==> config.mk <==
export PLATFORM = sky130hd
export DESIGN_NAME = connection_slot_table_oldest_evict
export DESIGN_NICKNAME = d
export VERILOG_FILES = /design/src/hdl/cst_pkg.sv /design/src/hdl/connection_slot_table_oldest_evict.sv /design/src/hdl/cst_ctrl.sv /design/src/hdl/cst_dp.sv
export SDC_FILE = /design/constraint.sdc
export NUM_CORES = 1
export LEC_CHECK = 0
export BUFFER_PORTS_ARGS = -buffer_cell sky130_fd_sc_hd__buf_2
export CAP_MARGIN = 5
export CORE_ASPECT_RATIO = 0.8
export CORE_MARGIN = 4
export CORE_UTILIZATION = 41
export DETAILED_ROUTE_END_ITERATION = 6
export GPL_TIMING_DRIVEN = 0
export HOLD_SLACK_MARGIN = 0.06
export SLEW_MARGIN = 40
export SYNTH_ARGS = -nofsm -noshare
export SYNTH_HDL_FRONTEND = slang
export SYNTH_SLANG_ARGS = --single-unit
export TNS_END_PERCENT = 100
==> constraint.sdc <==
create_clock -name clk -period 8.1 [get_ports clk]
set_clock_uncertainty 0.15 [all_clocks]
set_input_delay 1.62 -clock clk [delete_from_list [all_inputs] [get_ports clk]]
set_output_delay 1.62 -clock clk [all_outputs]
set_load 0.005 [all_outputs]
==> src/hdl/cst_pkg.sv <==
// Shared types and constants for the connection slot table.
`default_nettype none
package cst_pkg;

  // Default table depth
  localparam int SLOTS_DEF = 4;

  // Fixed field widths
  localparam int OPW    = 2;
  localparam int IDW    = 8;
  localparam int TSW    = 32;
  localparam int QSW    = 2;
  localparam int OCNTW  = 3;

  // Request operation codes
  typedef enum logic [OPW-1:0] {
    OP_CONNECT    = 2'd0,
    OP_DISCONNECT = 2'd1,
    OP_QUERY      = 2'd2,
    OP_NOP        = 2'd3
  } cst_op_t;

  // Controller states
  typedef enum logic [1:0] {
    ST_IDLE,
    ST_SCAN,
    ST_DONE
  } cst_state_t;

  // Commands from controller to datapath
  typedef struct packed {
    logic load;
    logic step;
    logic commit;
  } cst_cmd_t;

  // Status from datapath to controller
  typedef struct packed {
    logic scan_op;
    logic last;
    logic out_free;
  } cst_stat_t;

endpackage
`default_nettype wire

==> src/hdl/connection_slot_table_oldest_evict.sv <==
// Top level of the connection slot table with oldest-entry eviction.
//
// Usage: requests arrive on the in_ channel (valid/ready); each request gives
// exactly one result on the out_ channel (valid/ready). Opcode connect places
// a client in the first free slot, evicting the oldest slot when the table is
// full; disconnect frees the first slot whose id matches; query reads a slot.
// A connect or disconnect is captured at the accepting edge, then scans one slot
// per cycle through the single read port of the slot store and then commits; a
// query or no-op goes from capture straight to commit. A new request can be taken
// in the cycle after the previous commit, and none while a request is scanned or
// waits to commit.
// Reset (rst_n low, synchronous) frees every slot, clears ids and stamps to
// zero and empties the result register.
// When the receiver stalls, the result register holds its value; the next
// request may still be taken and scanned, and waits at commit until the
// result register has been taken.
`default_nettype none
module connection_slot_table_oldest_evict #(
  parameter int SLOTS = cst_pkg::SLOTS_DEF
) (
  input  wire logic                       clk,
  input  wire logic                       rst_n,
  input  wire logic                       in_valid,
  output logic                            in_ready,
  input  wire logic [cst_pkg::OPW-1:0]    in_opcode,
  input  wire logic [cst_pkg::IDW-1:0]    in_client_id,
  input  wire logic [cst_pkg::TSW-1:0]    in_now_ms,
  input  wire logic [cst_pkg::QSW-1:0]    in_query_slot,
  output logic                            out_valid,
  input  wire logic                       out_ready,
  output logic                            out_evicted,
  output logic [cst_pkg::IDW-1:0]         out_evicted_id,
  output logic [cst_pkg::QSW-1:0]         out_slot_index,
  output logic                            out_slot_hit,
  output logic [cst_pkg::OCNTW-1:0]       out_connected_count,
  output logic                            out_slot_connected,
  output logic [cst_pkg::IDW-1:0]         out_slot_client_id
);
  import cst_pkg::*;

  cst_cmd_t  cmd;
  cst_stat_t stat;

  cst_ctrl u_ctrl (
    .clk      (clk),
    .rst_n    (rst_n),
    .in_valid (in_valid),
    .in_ready (in_ready),
    .stat     (stat),
    .cmd      (cmd)
  );

  cst_dp #(
    .SLOTS (SLOTS)
  ) u_dp (
    .clk                 (clk),
    .rst_n               (rst_n),
    .cmd                 (cmd),
    .stat                (stat),
    .in_opcode           (in_opcode),
    .in_client_id        (in_client_id),
    .in_now_ms           (in_now_ms),
    .in_query_slot       (in_query_slot),
    .out_valid           (out_valid),
    .out_ready           (out_ready),
    .out_evicted         (out_evicted),
    .out_evicted_id      (out_evicted_id),
    .out_slot_index      (out_slot_index),
    .out_slot_hit        (out_slot_hit),
    .out_connected_count (out_connected_count),
    .out_slot_connected  (out_slot_connected),
    .out_slot_client_id  (out_slot_client_id)
  );

endmodule
`default_nettype wire

==> src/hdl/cst_ctrl.sv <==
// Sequencer for the connection slot table: accept, scan the slots, commit.
`default_nettype none
module cst_ctrl (
  input  wire logic              clk,
  input  wire logic              rst_n,
  input  wire logic              in_valid,
  output logic                   in_ready,
  input  wire cst_pkg::cst_stat_t stat,
  output cst_pkg::cst_cmd_t      cmd
);
  import cst_pkg::*;

  cst_state_t state_r, state_nxt;

  // Hold the state
  always_ff @(posedge clk) begin
    if (!rst_n) begin
      state_r <= ST_IDLE;
    end else begin
      state_r <= state_nxt;
    end
  end

  // Advance the state
  always_comb begin
    state_nxt = state_r;
    unique case (state_r)
      ST_IDLE: begin
        if (in_valid) begin
          state_nxt = stat.scan_op ? ST_SCAN : ST_DONE;
        end
      end
      ST_SCAN: begin
        if (stat.last) begin
          state_nxt = ST_DONE;
        end
      end
      ST_DONE: begin
        if (stat.out_free) begin
          state_nxt = ST_IDLE;
        end
      end
      default: state_nxt = ST_IDLE;
    endcase
  end

  // Drive the commands
  always_comb begin
    in_ready   = 1'b0;
    cmd        = '0;
    unique case (state_r)
      ST_IDLE: begin
        in_ready = 1'b1;
        cmd.load = in_valid;
      end
      ST_SCAN: begin
        cmd.step = 1'b1;
      end
      ST_DONE: begin
        cmd.commit = stat.out_free;
      end
      default: begin
        in_ready = 1'b0;
      end
    endcase
  end

  // Check the sequencing
  a_load_idle: assert property (@(posedge clk) disable iff (!rst_n)
    cmd.load |-> state_r == ST_IDLE)
    else $error("load outside idle");
  a_commit_back: assert property (@(posedge clk) disable iff (!rst_n)
    cmd.commit |=> state_r == ST_IDLE)
    else $error("commit did not return to idle");
  a_one_cmd: assert property (@(posedge clk) disable iff (!rst_n)
    $onehot0({cmd.load, cmd.step, cmd.commit}))
    else $error("more than one command");

endmodule
`default_nettype wire

==> src/hdl/cst_dp.sv <==
// Datapath for the connection slot table: slot store, scan registers, result register.
`default_nettype none
module cst_dp #(
  parameter int SLOTS = cst_pkg::SLOTS_DEF
) (
  input  wire logic                       clk,
  input  wire logic                       rst_n,
  input  wire cst_pkg::cst_cmd_t          cmd,
  output cst_pkg::cst_stat_t              stat,
  input  wire logic [cst_pkg::OPW-1:0]    in_opcode,
  input  wire logic [cst_pkg::IDW-1:0]    in_client_id,
  input  wire logic [cst_pkg::TSW-1:0]    in_now_ms,
  input  wire logic [cst_pkg::QSW-1:0]    in_query_slot,
  output logic                            out_valid,
  input  wire logic                       out_ready,
  output logic                            out_evicted,
  output logic [cst_pkg::IDW-1:0]         out_evicted_id,
  output logic [cst_pkg::QSW-1:0]         out_slot_index,
  output logic                            out_slot_hit,
  output logic [cst_pkg::OCNTW-1:0]       out_connected_count,
  output logic                            out_slot_connected,
  output logic [cst_pkg::IDW-1:0]         out_slot_client_id
);
  import cst_pkg::*;

  localparam int IW   = (SLOTS > 1) ? $clog2(SLOTS) : 1;
  localparam int CNTW = $clog2(SLOTS + 1);
  localparam logic [IW-1:0]   LAST_IDX = IW'(SLOTS - 1);
  localparam logic [CNTW-1:0] FULL_CNT = CNTW'(SLOTS);
  localparam logic [IDW-1:0]  FREE_ID  = IDW'(SLOTS);

  // Slot store
  logic [SLOTS-1:0] used_r, used_nxt;
  logic [IDW-1:0]   owner_r [SLOTS];
  logic [IDW-1:0]   owner_nxt [SLOTS];
  logic [TSW-1:0]   stamp_r [SLOTS];
  logic [TSW-1:0]   stamp_nxt [SLOTS];
  logic [CNTW-1:0]  count_r, count_nxt;

  // Request and scan registers
  cst_op_t          op_r, op_nxt;
  logic [IDW-1:0]   cid_r, cid_nxt;
  logic [TSW-1:0]   now_r, now_nxt;
  logic [QSW-1:0]   q_r, q_nxt;
  logic             q_ok_r, q_ok_nxt;
  logic             full_r, full_nxt;
  logic [IW-1:0]    ptr_r, ptr_nxt;
  logic [IW-1:0]    sel_r, sel_nxt;
  logic             found_r, found_nxt;
  logic             sel_used_r, sel_used_nxt;
  logic [TSW-1:0]   best_r, best_nxt;
  logic [IDW-1:0]   evid_r, evid_nxt;

  // Result register
  logic             ov_r, ov_nxt;
  logic             ev_r, ev_nxt;
  logic [IDW-1:0]   evid_o_r, evid_o_nxt;
  logic [QSW-1:0]   idx_r, idx_nxt;
  logic             hit_r, hit_nxt;
  logic [CNTW-1:0]  ocnt_r, ocnt_nxt;
  logic             sc_r, sc_nxt;
  logic [IDW-1:0]   sid_r, sid_nxt;

  // Single read port at the scan pointer
  logic             rd_used;
  logic [IDW-1:0]   rd_owner;
  logic [TSW-1:0]   rd_age;
  logic             in_q_ok;
  cst_op_t          in_op;

  assign rd_used  = used_r[ptr_r];
  assign rd_owner = owner_r[ptr_r];
  assign rd_age   = now_r - stamp_r[ptr_r];
  assign in_q_ok  = (32'(in_query_slot) < SLOTS);
  assign in_op    = cst_op_t'(in_opcode);

  assign stat.scan_op  = (in_op == OP_CONNECT) || (in_op == OP_DISCONNECT);
  assign stat.last     = (ptr_r == LAST_IDX);
  assign stat.out_free = !ov_r || out_ready;

  // Capture the request and walk the slots
  always_comb begin
    op_nxt       = op_r;
    cid_nxt      = cid_r;
    now_nxt      = now_r;
    q_nxt        = q_r;
    q_ok_nxt     = q_ok_r;
    full_nxt     = full_r;
    ptr_nxt      = ptr_r;
    sel_nxt      = sel_r;
    found_nxt    = found_r;
    sel_used_nxt = sel_used_r;
    best_nxt     = best_r;
    evid_nxt     = evid_r;
    if (cmd.load) begin
      op_nxt       = in_op;
      cid_nxt      = in_client_id;
      now_nxt      = in_now_ms;
      q_nxt        = in_query_slot;
      q_ok_nxt     = in_q_ok;
      full_nxt     = (count_r == FULL_CNT);
      ptr_nxt      = ((in_op == OP_QUERY) && in_q_ok) ? IW'(in_query_slot) : '0;
      sel_nxt      = '0;
      found_nxt    = 1'b0;
      sel_used_nxt = 1'b0;
      best_nxt     = '0;
      evid_nxt     = '0;
    end else if (cmd.step) begin
      ptr_nxt = stat.last ? '0 : ptr_r + 1'b1;
      unique case (op_r)
        OP_CONNECT: begin
          if (full_r) begin
            // Oldest wins, later index on a tie
            if (rd_age >= best_r) begin
              best_nxt  = rd_age;
              sel_nxt   = ptr_r;
              evid_nxt  = rd_owner;
              found_nxt = 1'b1;
            end
          end else if (!found_r && !rd_used) begin
            sel_nxt   = ptr_r;
            found_nxt = 1'b1;
          end
        end
        OP_DISCONNECT: begin
          if (!found_r && (rd_owner == cid_r)) begin
            sel_nxt      = ptr_r;
            sel_used_nxt = rd_used;
            found_nxt    = 1'b1;
          end
        end
        OP_QUERY, OP_NOP: begin
          found_nxt = found_r;
        end
        default: found_nxt = found_r;
      endcase
    end
  end

  // Build the result and update the store
  always_comb begin
    used_nxt   = used_r;
    owner_nxt  = owner_r;
    stamp_nxt  = stamp_r;
    count_nxt  = count_r;
    ov_nxt     = ov_r && !out_ready;
    ev_nxt     = ev_r;
    evid_o_nxt = evid_o_r;
    idx_nxt    = idx_r;
    hit_nxt    = hit_r;
    ocnt_nxt   = ocnt_r;
    sc_nxt     = sc_r;
    sid_nxt    = sid_r;
    if (cmd.commit) begin
      ov_nxt     = 1'b1;
      ev_nxt     = 1'b0;
      evid_o_nxt = '0;
      idx_nxt    = '0;
      hit_nxt    = 1'b0;
      sc_nxt     = rd_used;
      sid_nxt    = rd_owner;
      unique case (op_r)
        OP_CONNECT: begin
          // An eviction frees the victim, which the client then takes
          ev_nxt           = full_r;
          evid_o_nxt       = evid_r;
          idx_nxt          = QSW'(sel_r);
          hit_nxt          = 1'b1;
          sc_nxt           = 1'b1;
          sid_nxt          = cid_r;
          used_nxt[sel_r]  = 1'b1;
          owner_nxt[sel_r] = cid_r;
          stamp_nxt[sel_r] = now_r;
          if (!full_r) begin
            count_nxt = count_r + 1'b1;
          end
        end
        OP_DISCONNECT: begin
          if (found_r) begin
            idx_nxt          = QSW'(sel_r);
            hit_nxt          = 1'b1;
            sc_nxt           = 1'b0;
            sid_nxt          = FREE_ID;
            used_nxt[sel_r]  = 1'b0;
            owner_nxt[sel_r] = FREE_ID;
            stamp_nxt[sel_r] = now_r;
            if (sel_used_r) begin
              count_nxt = count_r - 1'b1;
            end
          end
        end
        OP_QUERY: begin
          idx_nxt = q_r;
          if (!q_ok_r) begin
            sc_nxt  = 1'b0;
            sid_nxt = '0;
          end
        end
        OP_NOP: begin
          idx_nxt = '0;
        end
        default: idx_nxt = '0;
      endcase
      ocnt_nxt = count_nxt;
    end
  end

  // Hold the store and control registers
  always_ff @(posedge clk) begin
    if (!rst_n) begin
      used_r  <= '0;
      owner_r <= '{default: '0};
      stamp_r <= '{default: '0};
      count_r <= '0;
      ov_r    <= 1'b0;
      ptr_r   <= '0;
    end else begin
      used_r  <= used_nxt;
      owner_r <= owner_nxt;
      stamp_r <= stamp_nxt;
      count_r <= count_nxt;
      ov_r    <= ov_nxt;
      ptr_r   <= ptr_nxt;
    end
  end

  // Hold the payload registers
  always_ff @(posedge clk) begin
    op_r       <= op_nxt;
    cid_r      <= cid_nxt;
    now_r      <= now_nxt;
    q_r        <= q_nxt;
    q_ok_r     <= q_ok_nxt;
    full_r     <= full_nxt;
    sel_r      <= sel_nxt;
    found_r    <= found_nxt;
    sel_used_r <= sel_used_nxt;
    best_r     <= best_nxt;
    evid_r     <= evid_nxt;
    ev_r       <= ev_nxt;
    evid_o_r   <= evid_o_nxt;
    idx_r      <= idx_nxt;
    hit_r      <= hit_nxt;
    ocnt_r     <= ocnt_nxt;
    sc_r       <= sc_nxt;
    sid_r      <= sid_nxt;
  end

  assign out_valid           = ov_r;
  assign out_evicted         = ev_r;
  assign out_evicted_id      = evid_o_r;
  assign out_slot_index      = idx_r;
  assign out_slot_hit        = hit_r;
  assign out_connected_count = OCNTW'(ocnt_r);
  assign out_slot_connected  = sc_r;
  assign out_slot_client_id  = sid_r;

  // Check the store bookkeeping
  a_count_match: assert property (@(posedge clk) disable iff (!rst_n)
    32'($countones(used_r)) == 32'(count_r))
    else $error("connected count out of step with slot flags");
  a_evict_full: assert property (@(posedge clk) disable iff (!rst_n)
    cmd.commit && (op_r == OP_CONNECT) && full_r |=> out_evicted && (count_r == FULL_CNT))
    else $error("eviction without a full table");
  a_connect_placed: assert property (@(posedge clk) disable iff (!rst_n)
    cmd.commit && (op_r == OP_CONNECT) |=> out_valid && out_slot_hit && out_slot_connected)
    else $error("connect did not place the client");

endmodule
`default_nettype wire

==> results of run 1 <==
## critical path: cells and delay by family, from the launching register on
| kind | cells | cell delay [ns] |
|---|---|---|
| AO/OA/AOI/OAI | 8 | 1.80 |
| XOR/XNOR | 1 | 0.35 |
| adder cells (fa/ha/maj) | 2 | 0.59 |
| buffers and inverters | 7 | 2.22 |
| flip-flops | 1 | 0.34 |
| multiplexers | 2 | 0.61 |
| AND/OR/NAND/NOR | 6 | 1.10 |
## final timing paths
kind / depth (start not counted) / to / from
setup / recovery: 26 / u_dp.best_r[28] / u_dp.ptr_r[1]
hold / removal: 2 / u_dp.stamp_r[19] / u_dp.stamp_r[19]
setup reg to reg: 26 / u_dp.best_r[28] / u_dp.ptr_r[1]
hold reg to reg: 2 / u_dp.stamp_r[19] / u_dp.stamp_r[19]
## synth_stat cells (2+ instances only)
master	number	area share, %
and2_1	18	0.82
or2_2	2	0.091
nor3_1	14	0.51
o31a_1	2	0.13
nor2b_1	7	0.32
a21o_1	24	1.3
edfxtp_1	69	15
buf_2	12	0.44
o21ai_0	30	1.1
buf_1	3	0.082
a221oi_1	2	0.13
nor4_1	3	0.14
a211oi_1	17	0.93
o21a_1	7	0.38
mux4_2	41	6.7
a31oi_1	2	0.091
nand3_1	9	0.33
nor2_1	138	3.8
nor4_2	2	0.18
ha_1	67	6.1
xor2_1	20	1.3
a22o_1	8	0.51
nand2b_1	11	0.50
and3_1	3	0.14
inv_1	74	2.0
o21ai_1	2	0.073
xnor2_1	19	1.2
o31ai_1	3	0.16
o21bai_1	2	0.11
mux2i_1	39	2.8
a21oi_1	138	5.0
nand4_1	12	0.55
nand2_1	297	8.1
dfxtp_1	216	31
clkbuf_1	66	1.8
nor3b_1	2	0.11
a21boi_0	59	3.2
a31o_2	2	0.13
or3_1	2	0.091
a2111oi_0	2	0.13
## power breakdown
part / internal, uW / switching, uW
logic: 192 / 308
registers: 1510 / 38.7
clock network: 775 / 561
total: 2470 / 908
## placed cells by master, fill, tap and decap left out, types with 4 or more instances in the layout
cell / n
o21ai_0: 30
ha_1: 67
clkinv_1: 5
a21boi_0: 59
dfxtp_1: 216
nand4_1: 12
clkbuf_1: 77
and2_1: 18
inv_1: 73
clkbuf_16: 31
nand2b_1: 11
nand2_1: 297
nand3_1: 9
nor2b_1: 7
a21oi_1: 138
mux4_2: 41
a211oi_1: 17
a21o_1: 24
o21a_1: 7
edfxtp_1: 69
clkinv_2: 4
xnor2_1: 19
xor2_1: 20
mux2i_1: 39
a22o_1: 8
nor3_1: 14
nor2_1: 136
buf_2: 87
## layout make-up
| class | count | area [um^2] |
|---|---|---|
| clock inverter | 12 | 111 |
| inverter | 76 | 285 |
| multi-input combinational | 1026 | 6760 |
| buffer | 83 | 343 |
| timing repair buffer | 75 | 420 |
| sequential | 285 | 6400 |
| fill | 3147 | 17100 |
| tap | 427 | 534 |
| clock buffer | 44 | 835 |
## stage by stage
stage / worst slack [ns] / cells / power (uW)
4_1_cts: 0.553 / 2028 / 3410
2_1_floorplan: 2.02 / 1470 / 1900
3_3_place_gp: 0.481 / 1970 / 2050
6_report: 0.785 / 2028 / 3380
3_5_place_dp: 0.576 / 1972 / 2070
5_1_grt: 0.337 / 2028 / 3530
## per-layer routing
| layer | GRT usage [%] | part of all wire, % | wire length (um) |
|---|---|---|---|
| met1 | 31.9 | 50 | 18700 |
| met2 | 30.1 | 40 | 15100 |
| met3 | 3.99 | 7.2 | 2700 |
| met4 | 4.03 | 2.0 | 756 |
| met5 | 0 | 0 | 0 |
## cells by family after synthesis
family                     Yosys count
AOI/OAI and AO/OA                  315
xor gates and xnor gates            40
adders and majority gates           68
buffers and inverters              159
DFF                                285
muxes                               81
and+or+nand+nor                    522
## state kept, by name, summed over array words and instances, names as in the netlist, 2 cells and up, named ones only
signal                    cells
u_dp.stamp_r                128
u_dp.best_r                  32
u_dp.now_r                   32
u_dp.owner_r                 32
u_dp.cid_r                    8
u_dp.evid_r                   8
u_dp.out_evicted_id           8
u_dp.out_slot_client_id       8
u_dp.count_r                  3
u_dp.out_connected_count      3
u_ctrl.state_r                2
u_dp.op_r                     2
u_dp.out_slot_index           2
u_dp.ptr_r                    2
u_dp.q_r                      2
u_dp.sel_r                    2
==> flow_summary.toml, run 1 <==
[timing]
slew_viol_final = 0
setup_viol = 0
hold_violations = 0
fin_setup_tns_ns = 0
worst_pin_slew_ns = 0.860
fin_crit_sh_pct = 90.3
hold_slack_ns = 0.302
rsz0062_at_grt = "false"
fin_crit_ns = 7.32
relSlewSlack_pct = 42.2
max_freq_mhz = 137

[route]
first_pass_iters = 6
wl_mm = 37.3
drcViolationCount = 0
drt_iter0_drc = 835
wl_per_cell_um = 18.4
vias_per_cell = 5.35
vias = 10844
postRouteAntennaNets = 0

[floorplan]
dieArea_um2 = 36600
design.core.area_um2 = 32800
io_pins = 74
dieWidth_um = 213
rows = 59
die_y_um = 172
start_util_pct = 42.0

[synth]
synth_fa_ha_area_share_pct = 6.24
syn_nets = 1586
yosysWarnings = 0
synthMuxAreaShare_pct = 9.63
synth_xor_xnor_area_share_pct = 2.60
yosysSeqAreaShare_pct = 46.5
netlist_area_um2 = 13800
ys_async_sr_fraction_pct = 0
synth_cell_types = 64
syn_area_per_cell_um2 = 9.36
synth_compound_area_share_pct = 14.8
synth_edf_count = 69
ys_dominant_reg_cell = "dfxtp_1"
syn-instance-count = 1470
ys_ff_latch = 285
synthSimpleGateAreaFrac_pct = 15.7
synth_top_family_by_area = "simple AND/OR/NAND/NOR gates"

[grt]
antenna_found_initial = 0
grt_max_degree = 28
grt-ovfl-total = 0
grt_usage_pct = 20.6
grt_pass1_wl_mm = 59.5
grt_pass1_vias = 10647

[critical_path]
startpoint_type = "flop"
worstPathRequired_ns = 8.38
rrSetupSlack_ns = 0.78
slowest_stage = "clkbuf_1"
critical-path-max-stage-delay_ns = 0.69
critPathMaxFanout = 10
cp-end-kind = "flop"
critPathKind = "flop to flop"
cp_common_cell = "buf_2"
cp.arrival_ns = 7.59

[placement]
gp_congestion = 0.932
port_buffers = 73
dp_hpwl_mm = 27.8
dpl_cell_area_um2 = 14700

[layout]
antenna-diode-count = 0
drive_gt1_share_pct = 11.9
syn_to_final_growth_pct = 14.0
post-route-cell-area_um2 = 15700
post-route-util_pct = 47.9
nets = 1693

[clock_tree]
cts_buffers = 30
post-cts-setup-buffers = 0
clockBufferDepth = 3
clk_pin_slew_ns = 0.06
clock_latency_ns = 0.56
cts_resized = 0
cts_tree = "yes"
h-tree-depth = 1
cts.sinks = 285
hold_buffers = 0
root_buffer = "clkbuf_16"

[flow_run]
maxCapViolations = 0

[min_path]
worstHoldPathType = "flop to flop"

[power_and_ir_drop]
power.density_nw_per_um2 = 215
peakVddDrop_mv = 0.159
power_leakage_uw = 0.00547

[run_status]
status = "finished clean"
No activity file was read; power rests on OpenSTA's default activity.
==> inputs of run 2 (changes only) <==
--- a/config.mk
+++ b/config.mk
@@ -5,6 +5,7 @@
 export SDC_FILE = /design/constraint.sdc
 export NUM_CORES = 1
 export LEC_CHECK = 0
+export ABC_AREA = 1
 export BUFFER_PORTS_ARGS = -buffer_cell sky130_fd_sc_hd__buf_2
 export CAP_MARGIN = 5
 export CORE_ASPECT_RATIO = 0.8
==> run 2 against run 1 <==
  * Core utilization decreased by 0.30 points
  * Wire length increased by 14%
  * First-iteration DRC count is 36% higher
  * Synthesized area up 1.8%
  * Critical path type unchanged
  * Critical endpoint is now u_dp.best_r[13]
==> flow_summary.toml, run 2 <==
[grt]
grt_max_degree = 27
antenna_found_initial = 1
grt_pass1_wl_mm = 66.9
grt_pass1_vias = 12157
grt-ovfl-total = 0
grt_usage_pct = 22.2

[layout]
final_common_cell = "nor2_1"
largest_reg_flops = 128
syn_to_final_growth_pct = 14.2
post-route-cell-area_um2 = 16000
nets = 2073
post-route-util_pct = 47.5
drive_gt1_share_pct = 8.38
regMostFlops = "u_dp.stamp_r"
final_cell_mix = "nor2_1 (429), nand2_1 (291), o21ai_0 (233)"

[route]
vias = 12797
wl_per_cell_um = 17.6
drcViolationCount = 0
vias_per_cell = 5.30
wl_mm = 42.4
first_pass_iters = 5
drt_iter0_drc = 1135
postRouteAntennaNets = 0

[placement]
dp_hpwl_mm = 32.5
dp_slack_ns = 1.89
port_buffers = 72
dpl_cell_area_um2 = 14900
gp_congestion = 0.957

[synth]
netlist_area_um2 = 14000
ys_async_sr_fraction_pct = 0
yosysSeqAreaShare_pct = 45.7
synth_top_cell_by_area = "dfxtp_1"
synth_common_cells = "nor2_1 (429), nand2_1 (291), o21ai_0 (233), dfxtp_1 (216), a21oi_1 (134)"
ys_ff_latch = 285
netlist_top_cells_area = "dfxtp_1 (31%), edfxtp_1 (15%), nor2_1 (11%), o21ai_0 (8.3%), nand2_1 (7.8%)"
ys_dominant_reg_cell = "dfxtp_1"
yosysWarnings = 0
syn_nets = 1968
syn_area_per_cell_um2 = 7.56
netlist.area_leader.share_pct = 30.9
synth.most_common_cell = "nor2_1"
synth_cell_types = 42
synth_edf_count = 69
syn-instance-count = 1852

[min_path]
worstHoldPathType = "flop to flop"
holdPathStages = 2
holdCritStartpoint = "u_dp.best_r[10]"
min_to = "u_dp.best_r[10]"

[clock_tree]
clk_pin_slew_ns = 0.06
root_buffer = "clkbuf_16"
cts_buffers = 30
clock_latency_ns = 0.57
h-tree-depth = 1
cts_tree = "yes"
cts.sinks = 285
hold_buffers = 0
cts_resized = 0
clockBufferDepth = 3
post-cts-setup-buffers = 0

[timing]
fin_crit_ns = 6.31
fin_ws_ns = 1.79
fin_crit_sh_pct = 77.9
rsz0062_at_grt = "false"
slew_viol_final = 0
fin_setup_tns_ns = 0
relSlewSlack_pct = 44.8
max_freq_mhz = 159
hold_violations = 0
worst_pin_slew_ns = 0.828
setup_viol = 0

[power_and_ir_drop]
peakVddDrop_mv = 0.176
power_leakage_uw = 0.00633
power.density_nw_per_um2 = 301

[floorplan]
die_y_um = 173
rows = 60
io_pins = 74
dieWidth_um = 215
start_util_pct = 41.6
dieArea_um2 = 37200
design.core.area_um2 = 33600

[critical_path]
critPathKind = "flop to flop"
startpoint_type = "flop"
cp_common_cell = "nand2_1"
worstPathRequired_ns = 8.45
critical-path-max-stage-delay_ns = 0.60
r2r_start = "u_dp.ptr_r[0]"
cp.arrival_ns = 6.66
reg2reg_to = "u_dp.best_r[13]"
slowest_stage = "clkbuf_1"
reg2reg_depth = 30
critPathMaxFanout = 10
rrSetupSlack_ns = 1.79
cp-end-kind = "flop"

[run_status]
status = "finished clean"

[flow_run]
maxCapViolations = 0
==> run 2: metrics by stage <==
stage,power [uW],hold WS [ns],std cells
after global routing,5120,0.326,2414
after floorplan,2840,0.285,1852
after global placement,3340,0.296,2358
final,4820,0.307,2415
after detailed placement,3370,0.302,2359
after CTS,4840,0.312,2414
==> run 2: worst max path at each step <==
stage	start	to	slack, ns	depth (start not counted)
after floorplan	u_dp.ptr_r[0]	u_dp.evid_r[3]	3.71	29
after global placement	u_dp.ptr_r[0]	u_dp.best_r[13]	1.97	30
after detailed placement	u_dp.ptr_r[0]	u_dp.best_r[13]	1.89	30
after CTS	u_dp.ptr_r[0]	u_dp.best_r[13]	1.87	30
after global routing	u_dp.ptr_r[0]	u_dp.evid_r[2]	1.18	31
final	u_dp.ptr_r[0]	u_dp.best_r[13]	1.79	30
==> run 2: worst max-delay path: cells and delay by family (launching register included) <==
family / cells / cell delay [ns]
xor+xnor: 1 / 0.21
buf+inv: 7 / 2.12
compound gates: 8 / 1.34
simple gates: 11 / 1.16
fa+ha+maj: 3 / 0.90
flops: 1 / 0.34
==> run 2: power breakdown <==
part | switching (uW) | internal (uW)
Clock | 581 | 870
Combinational | 1140 | 585
Sequential | 67.5 | 1570
==> run 2: cell type report <==
type,instances,area (um^2)
Fill cell,3446,17600
Multi-Input combinational cell,1340,6700
Sequential cell,285,6400
Clock buffer,45,950
Tap cell,434,543
Inverter,137,517
Buffer,90,392
Timing Repair Buffer,73,380
Clock inverter,10,109
Antenna cell,1,2.50
==> run 2: kinds of logic (layout without fill, tap and decap cells) <==
kind of cell | Yosys count | in the layout | synth area share, %
AO/OA/AOI/OAI | 439 | 439 | 17.3
XOR/XNOR | 25 | 25 | 1.56
other | 0 | 1 | 0
AND/OR/NAND/NOR | 808 | 808 | 22.9
buffers and inverters | 227 | 355 | 6.47
adder cells (fa/ha/maj) | 68 | 68 | 6.13
flip-flops | 285 | 285 | 45.7
==> run 2: metal layers <==
layer / wire length [um] / up-vias / global-route usage (%)
li1: - / 6361 / -
met1: 19600 / 5975 / 30.8
met2: 18800 / 382 / 35.8
met3: 3030 / 79 / 4.26
met4: 1020 / 0 / 5.43
met5: 0 / - / 0
